==> src/hw/rtl/ssr_pkg.sv <==
// ----------------------------------------------------------------------------
// ssr_pkg: shared definitions for the streaming substring replace core
// Register map, field widths and fixed byte codes.
// ----------------------------------------------------------------------------
package ssr_pkg;

   localparam int MAX_PATTERN_DEF = 8;   // default window depth / pattern limit
   localparam int MAX_RESULTS     = 8;   // results one input can produce
   localparam int RES_BITS        = MAX_RESULTS * 8;
   localparam int LEN_W           = 4;   // length registers and result count
   localparam int PAT_W           = 64;  // pattern registers
   localparam int DATA_W          = 64;  // register port data
   localparam int ADDR_W          = 5;   // 4 registers at 8-byte spacing

   localparam logic [7:0] NEWLINE_BYTE = 8'h0A;

   typedef enum logic [1:0] {
      REG_MATCH_PATTERN       = 2'd0,
      REG_MATCH_LENGTH        = 2'd1,
      REG_REPLACEMENT_PATTERN = 2'd2,
      REG_REPLACEMENT_LENGTH  = 2'd3
   } reg_index_type;

endpackage

==> src/hw/rtl/substring_replace_stream_core.sv <==
// ----------------------------------------------------------------------------
// substring_replace_stream_core: streaming find-and-replace on a byte stream
// Replaces leftmost, non-overlapping pattern hits with a replacement string.
// ----------------------------------------------------------------------------
// Usage:
//   req_* carries one text byte per transfer plus end_of_record. rsp_* gives
//   the rewritten stream one byte per transfer; rsp_run_last marks the last
//   byte caused by a given input byte. An input may cause no output at all
//   (byte held in the match window, or match deleted).
//   Each accepted byte is evaluated in the cycle of its transfer and all of
//   its output bytes (up to 8) land in an output shift register; the first
//   one is offered on the following cycle.
//   Throughput is one byte per cycle while each input yields at most one
//   output byte and the receiver does not stall. A burst of more than one
//   output byte holds the input stalled while the output register drains
//   one byte per cycle. If the receiver stalls, the current output byte
//   holds and the input is stalled while the output register is not empty.
//   Reset empties the window and output register and loads the register
//   defaults (match length 1, replacement length 0, patterns zero).
//   Registers should be written through the APB-style port only while idle; the core does not enforce this.
// ----------------------------------------------------------------------------
module substring_replace_stream_core #(
   parameter int MAX_PATTERN = ssr_pkg::MAX_PATTERN_DEF
) (
   input  logic                       clock,
   input  logic                       reset,
   // input channel
   input  logic                       req_valid,
   output logic                       req_stall,
   input  logic [7:0]                 req_in_byte,
   input  logic                       req_end_of_record,
   // result channel
   output logic                       rsp_valid,
   input  logic                       rsp_stall,
   output logic [7:0]                 rsp_out_byte,
   output logic                       rsp_run_last,
   // register port
   input  logic                       psel,
   input  logic                       penable,
   input  logic                       pwrite,
   input  logic [ssr_pkg::ADDR_W-1:0] paddr,
   input  logic [ssr_pkg::DATA_W-1:0] pwdata,
   output logic [ssr_pkg::DATA_W-1:0] prdata,
   output logic                       pready
);

   localparam int FW    = $clog2(MAX_PATTERN + 1);
   localparam int WBITS = MAX_PATTERN * 8;
   localparam int LW    = ssr_pkg::LEN_W;
   localparam int RB    = ssr_pkg::RES_BITS;
   localparam logic [LW-1:0] MAX_LEN = LW'(MAX_PATTERN);
   localparam logic [LW-1:0] MAX_RES = LW'(ssr_pkg::MAX_RESULTS);

   // configuration
   logic [ssr_pkg::PAT_W-1:0] match_pattern_ff, match_pattern_in;
   logic [LW-1:0]             match_length_ff, match_length_in;
   logic [ssr_pkg::PAT_W-1:0] repl_pattern_ff, repl_pattern_in;
   logic [LW-1:0]             repl_length_ff, repl_length_in;

   // window and output register
   logic [WBITS-1:0] window_ff, window_in;
   logic [FW-1:0]    fill_ff, fill_in;
   logic [RB-1:0]    out_buf_ff, out_buf_in;
   logic [LW-1:0]    out_cnt_ff, out_cnt_in;

   logic                  req_xfer, rsp_xfer, cfg_wr;
   ssr_pkg::reg_index_type cfg_idx;

   logic [LW-1:0]    eff_mlen, eff_rlen, fill_ext, fill_next;
   logic [WBITS-1:0] win_new;
   logic [RB-1:0]    win_ext;
   logic             hit;
   logic [LW-1:0]    pop_cnt;
   logic [RB-1:0]    seq;
   logic [LW-1:0]    seq_cnt;
   logic [WBITS-1:0] win_after;
   logic [FW-1:0]    fill_after;

   assign req_xfer = req_valid & ~req_stall;
   assign rsp_xfer = rsp_valid & ~rsp_stall;
   assign cfg_wr   = psel & penable & pwrite & pready;
   assign cfg_idx  = ssr_pkg::reg_index_type'(paddr[4:3]);
   assign pready   = 1'b1;

   assign rsp_valid    = (out_cnt_ff != '0);
   assign rsp_out_byte = out_buf_ff[7:0];
   assign rsp_run_last = (out_cnt_ff == LW'(1));
   // take a new byte once the output register is empty or its last byte leaves
   assign req_stall    = (out_cnt_ff > LW'(1)) || ((out_cnt_ff == LW'(1)) && rsp_stall);

   always_comb begin
      unique case (cfg_idx)
         ssr_pkg::REG_MATCH_PATTERN:       prdata = match_pattern_ff;
         ssr_pkg::REG_MATCH_LENGTH:        prdata = ssr_pkg::DATA_W'(match_length_ff);
         ssr_pkg::REG_REPLACEMENT_PATTERN: prdata = repl_pattern_ff;
         ssr_pkg::REG_REPLACEMENT_LENGTH:  prdata = ssr_pkg::DATA_W'(repl_length_ff);
         default:                          prdata = '0;
      endcase
   end

   // match evaluation for the byte being transferred
   always_comb begin
      eff_mlen = match_length_ff;
      if (eff_mlen == '0) eff_mlen = LW'(1);
      if (eff_mlen > MAX_LEN) eff_mlen = MAX_LEN;
      eff_rlen = (repl_length_ff > MAX_LEN) ? MAX_LEN : repl_length_ff;

      fill_ext = LW'(fill_ff);

      // window with the new byte appended (dropped when full)
      for (int i = 0; i < MAX_PATTERN; i++) begin
         win_new[i*8 +: 8] = (LW'(i) == fill_ext) ? req_in_byte : window_ff[i*8 +: 8];
      end
      fill_next = (fill_ext < MAX_LEN) ? fill_ext + LW'(1) : fill_ext;
      win_ext   = RB'(win_new);

      hit = 1'b1;
      for (int i = 0; i < MAX_PATTERN; i++) begin
         if ((LW'(i) < eff_mlen) &&
             (win_new[i*8 +: 8] != match_pattern_ff[i*8 +: 8])) hit = 1'b0;
      end

      pop_cnt    = '0;
      seq        = win_ext;
      seq_cnt    = '0;
      win_after  = win_new;
      fill_after = fill_ff;

      if (req_in_byte == ssr_pkg::NEWLINE_BYTE) begin
         // held bytes, then the newline, capped at the output depth
         for (int i = 0; i < ssr_pkg::MAX_RESULTS; i++) begin
            seq[i*8 +: 8] = (LW'(i) < fill_ext) ? win_ext[i*8 +: 8]
                                                : ssr_pkg::NEWLINE_BYTE;
         end
         seq_cnt    = (fill_ext >= MAX_RES) ? MAX_RES : fill_ext + LW'(1);
         fill_after = '0;
      end else if ((fill_next == eff_mlen) && hit) begin
         seq        = RB'(repl_pattern_ff);
         seq_cnt    = eff_rlen;
         fill_after = '0;
      end else begin
         if (req_end_of_record)           pop_cnt = fill_next;
         else if (fill_next > eff_mlen)   pop_cnt = LW'(2);
         else if (fill_next == eff_mlen)  pop_cnt = LW'(1);
         else                             pop_cnt = '0;
         seq_cnt    = pop_cnt;
         win_after  = win_new >> {pop_cnt, 3'b000};
         fill_after = FW'(fill_next - pop_cnt);
      end
   end

   always_comb begin
      match_pattern_in = match_pattern_ff;
      match_length_in  = match_length_ff;
      repl_pattern_in  = repl_pattern_ff;
      repl_length_in   = repl_length_ff;
      if (cfg_wr) begin
         unique case (cfg_idx)
            ssr_pkg::REG_MATCH_PATTERN:       match_pattern_in = pwdata;
            ssr_pkg::REG_MATCH_LENGTH:        match_length_in  = pwdata[LW-1:0];
            ssr_pkg::REG_REPLACEMENT_PATTERN: repl_pattern_in  = pwdata;
            ssr_pkg::REG_REPLACEMENT_LENGTH:  repl_length_in   = pwdata[LW-1:0];
            default: ;
         endcase
      end

      window_in  = window_ff;
      fill_in    = fill_ff;
      out_buf_in = out_buf_ff;
      out_cnt_in = out_cnt_ff;
      if (req_xfer) begin
         window_in  = win_after;
         fill_in    = fill_after;
         out_buf_in = seq;
         out_cnt_in = seq_cnt;
      end else if (rsp_xfer) begin
         out_buf_in = out_buf_ff >> 8;
         out_cnt_in = out_cnt_ff - LW'(1);
      end
   end

   always_ff @(posedge clock) begin
      if (reset) begin
         match_pattern_ff <= '0;
         match_length_ff  <= LW'(1);
         repl_pattern_ff  <= '0;
         repl_length_ff   <= '0;
         fill_ff          <= '0;
         out_cnt_ff       <= '0;
      end else begin
         match_pattern_ff <= match_pattern_in;
         match_length_ff  <= match_length_in;
         repl_pattern_ff  <= repl_pattern_in;
         repl_length_ff   <= repl_length_in;
         fill_ff          <= fill_in;
         out_cnt_ff       <= out_cnt_in;
      end
   end

   // payload, no reset needed
   always_ff @(posedge clock) begin
      window_ff  <= window_in;
      out_buf_ff <= out_buf_in;
   end

endmodule
==> config.mk <==
export PLATFORM = sky130hd
export DESIGN_NAME = substring_replace_stream_core
export DESIGN_NICKNAME = d
export VERILOG_FILES = /design/src/hw/rtl/ssr_pkg.sv /design/src/hw/rtl/substring_replace_stream_core.sv
export SDC_FILE = /design/constraint.sdc
export NUM_CORES = 1
export LEC_CHECK = 0
export ABC_CLOCK_PERIOD_IN_PS = 10150
export BUFFER_PORTS_ARGS = -buffer_cell sky130_fd_sc_hd__buf_2
export CAP_MARGIN = 20
export CORE_MARGIN = 1
export CORE_UTILIZATION = 28
export CTS_BUF_LIST = sky130_fd_sc_hd__clkbuf_8
export DETAILED_ROUTE_END_ITERATION = 8
export RECOVER_POWER = 25
export SYNTH_ARGS = -nofsm -noshare
export SYNTH_HDL_FRONTEND = slang
export SYNTH_SLANG_ARGS = --single-unit
==> constraint.sdc <==
create_clock -name clock -period 10.15 [get_ports clock]
set_input_delay 2.03 -clock clock [delete_from_list [all_inputs] [get_ports clock]]
set_output_delay 2.03 -clock clock [all_outputs]
set_load 0.02 [all_outputs]
==> results.cfg <==
[timing]
whs_ns = 0.4656
slew_violations = 330
setup_ws_ns = 2.749
layout_min_cycle_time_ns = 7.401
skew_ns = 0.03158
worst_pin_slew_ns = 3.456
clock.fmax_mhz = 135.1
tns_ns = 0
grt_setup_unrepaired = false
hold_viol = 0
maxSlewHeadroom_pct = -130.4
setup_viol = 0
fin_crit_sh_pct = 72.92

[power]
comb_power_share_pct = 55.5
leakage_nw = 7.384
clock_power_share_pct = 15.6
p_per_area_nw_per_um2 = 351.0
switching_share_pct = 47.04
irDropWorstVdd_v = 0.0002148
seq_power_share_pct = 28.9
p_sw_mw = 3.146
intPower_mw = 3.541
total_power_mw = 6.687

[placed_design]
port-buffer-count = 156
hpwl_um = 44810
place_area_um2 = 18120
dp_slack_ns = 2.986
finalWeightedCongestion = 0.9929
place_inst = 2834

[drt]
ant_nets = 0
drc = 24
num_vias = 16315
avgRoutedWirePerCell_um = 22.30
viasPerCell = 5.585
wl_um = 65140
dr.pass1.iters = 8
drtIter0Drc = 1857

[floorplanning]
fp.dieW_um = 247.6
rows = 89
initial_core_util_pct = 28.46
die_y_um = 247.6
core_um2 = 59350
die_area_um2 = 61310
ioPinCount = 161

[yosys]
synth_ff_type = dfxtp_1
synthTopCellsByArea = edfxtp_1, dfxtp_1, nand2_1
synth_cell_types = 83
yosysSeqAreaShare_pct = 39.83
synth_warnings = 0
syn_nets = 2150
synth_top_cell_area_share_pct = 22.76
synthesis.area_um2 = 16890
async_flop_share_pct = 0
netlist_instances = 2049
ys_ff_latch = 272
postSynthAreaPerCell_um2 = 8.243
synth_area_leader_cell = edfxtp_1
synth_edf_count = 128

[setup_path]
crit_fanout = 71
critPathKind = input port to output pin
cp-start-kind = input port
cp.arrival_ns = 5.37
end_kind = output pin
worstPathRequired_ns = 8.12

[cells_and_area]
final_cell_mix = nand2_1, a21oi_1, nor2_1
post-route-cell-area_um2 = 19050
final_nets = 2211
area_growth_pct = 12.80
final_common_cell = nand2_1
stdcell_count = 2921
fin_util_pct = 32.10
drive_gt1_share_pct = 13.47

[clock_network]
cts_hold_buf = 0
cts-buffers-inserted = 47
htree_levels = 2
cts_sinks = 272
ctsResizeCount = 0
root_buffer = clkbuf_8
ctsLongestPathBuffers = 3
path_clk_slew_ns = 0.06
cts_setup_buffers = 0
cts_tree = built
clkLatencyLatePin_ns = 0.62

[flow_run]
drv_cap = 5

[global_routing]
overflow = 0
antenna_found_initial = 5
grt_max_degree = 95
grt_pass1_vias = 15036
grt_pass1_wl_um = 95510
gr-usage-all-layers_pct = 20.55

[outcome]
status = complete, but fails checks
violations = DRC, capacitance limit, slew limit

[min_path]
min_path_type = flop to flop
## cells by family after synthesis
kind of cell	count (synthesis)	share of synthesized area [%]
fa+ha+maj	16	1.230
other cells	1	0.02220
flops	272	39.83
compound gates	565	20.32
mux	169	10.69
buf+inv	238	6.201
xor+xnor	46	2.385
simple gates	742	19.33
## metal layers
layer  up-vias  part of all wire (%)  GRT usage (%)
li1       7437                     -              -
met3       132                   8.1          3.968
met5         -                 0.015              0
met4         2                   3.1          7.145
met2       826                    44          31.76
met1      7918                    44          28.38
## sequential cells by signal, indices dropped and copies added, names as in the netlist
name / cells
fill_ext: 4
match_length_ff: 4
match_pattern_ff: 64
out_buf_ff: 64
out_cnt_ff: 4
repl_length_ff: 4
repl_pattern_ff: 64
window_ff: 64
## critical path: stages
cell      delay, ns
buf_2          0.07
clkbuf_1       2.39
mux4_2         0.68
buf_2          0.19
## path summary, 6_finish.rpt
kind	from	endpoint	slack, ns	cells past startpoint
worst max register to register	fill_ext[3]	window_ff[53]	3.98	12
worst min register to register	repl_pattern_ff[21]	repl_pattern_ff[21]	0.47	2
worst min-delay path	repl_pattern_ff[21]	repl_pattern_ff[21]	0.47	2
worst max-delay path	paddr[3]	prdata[3]	2.75	4
## synthesized netlist by cell type (5+ instances only)
master       n
a2111oi_0    6
a211oi_1    24
a21o_1       7
a21oi_1    262
a2bb2oi_1    9
a31oi_1     15
a32o_1       7
and2_1       5
and3_1      34
buf_1        8
buf_2       21
buf_4       16
buf_6        9
clkbuf_1   127
dfxtp_1    144
edfxtp_1   128
ha_1        15
inv_1       55
mux2_2      17
mux2i_1    142
nand2_1    401
nand2b_1     7
nand3_1     21
nand4_1     12
nor2_1     149
nor2b_1     27
nor3_1      40
nor4_1       7
o211ai_1    24
o21a_1       8
o21ai_0     91
o221ai_1     8
o22ai_1     38
o31ai_1     14
o32a_1      21
o32ai_1      8
or3_1       12
xnor2_1     23
xor2_1      23
## power groups by stage
stage / combinational (mW) / clock, mW / sequential (mW)
floorplan: 2.51 / 0 / 1.86
global placement: 3.54 / 0 / 1.93
detailed placement: 3.57 / 0 / 1.93
CTS: 3.60 / 1.06 / 1.91
global route: 3.97 / 1.11 / 1.94
finish: 3.71 / 1.05 / 1.93
## final cells by class
cell class                 count  area (um2)
fill                        6224       40300
multi-input combinational   1539        9139
sequential                   272        6726
timing repair buffer         193        1035
tap                          773       967.2
clock buffer                  59       812.0
inverter                      57       215.2
clock inverter                26       152.6
antenna                        2       5.005
No activity file was read; power rests on OpenSTA's default activity.
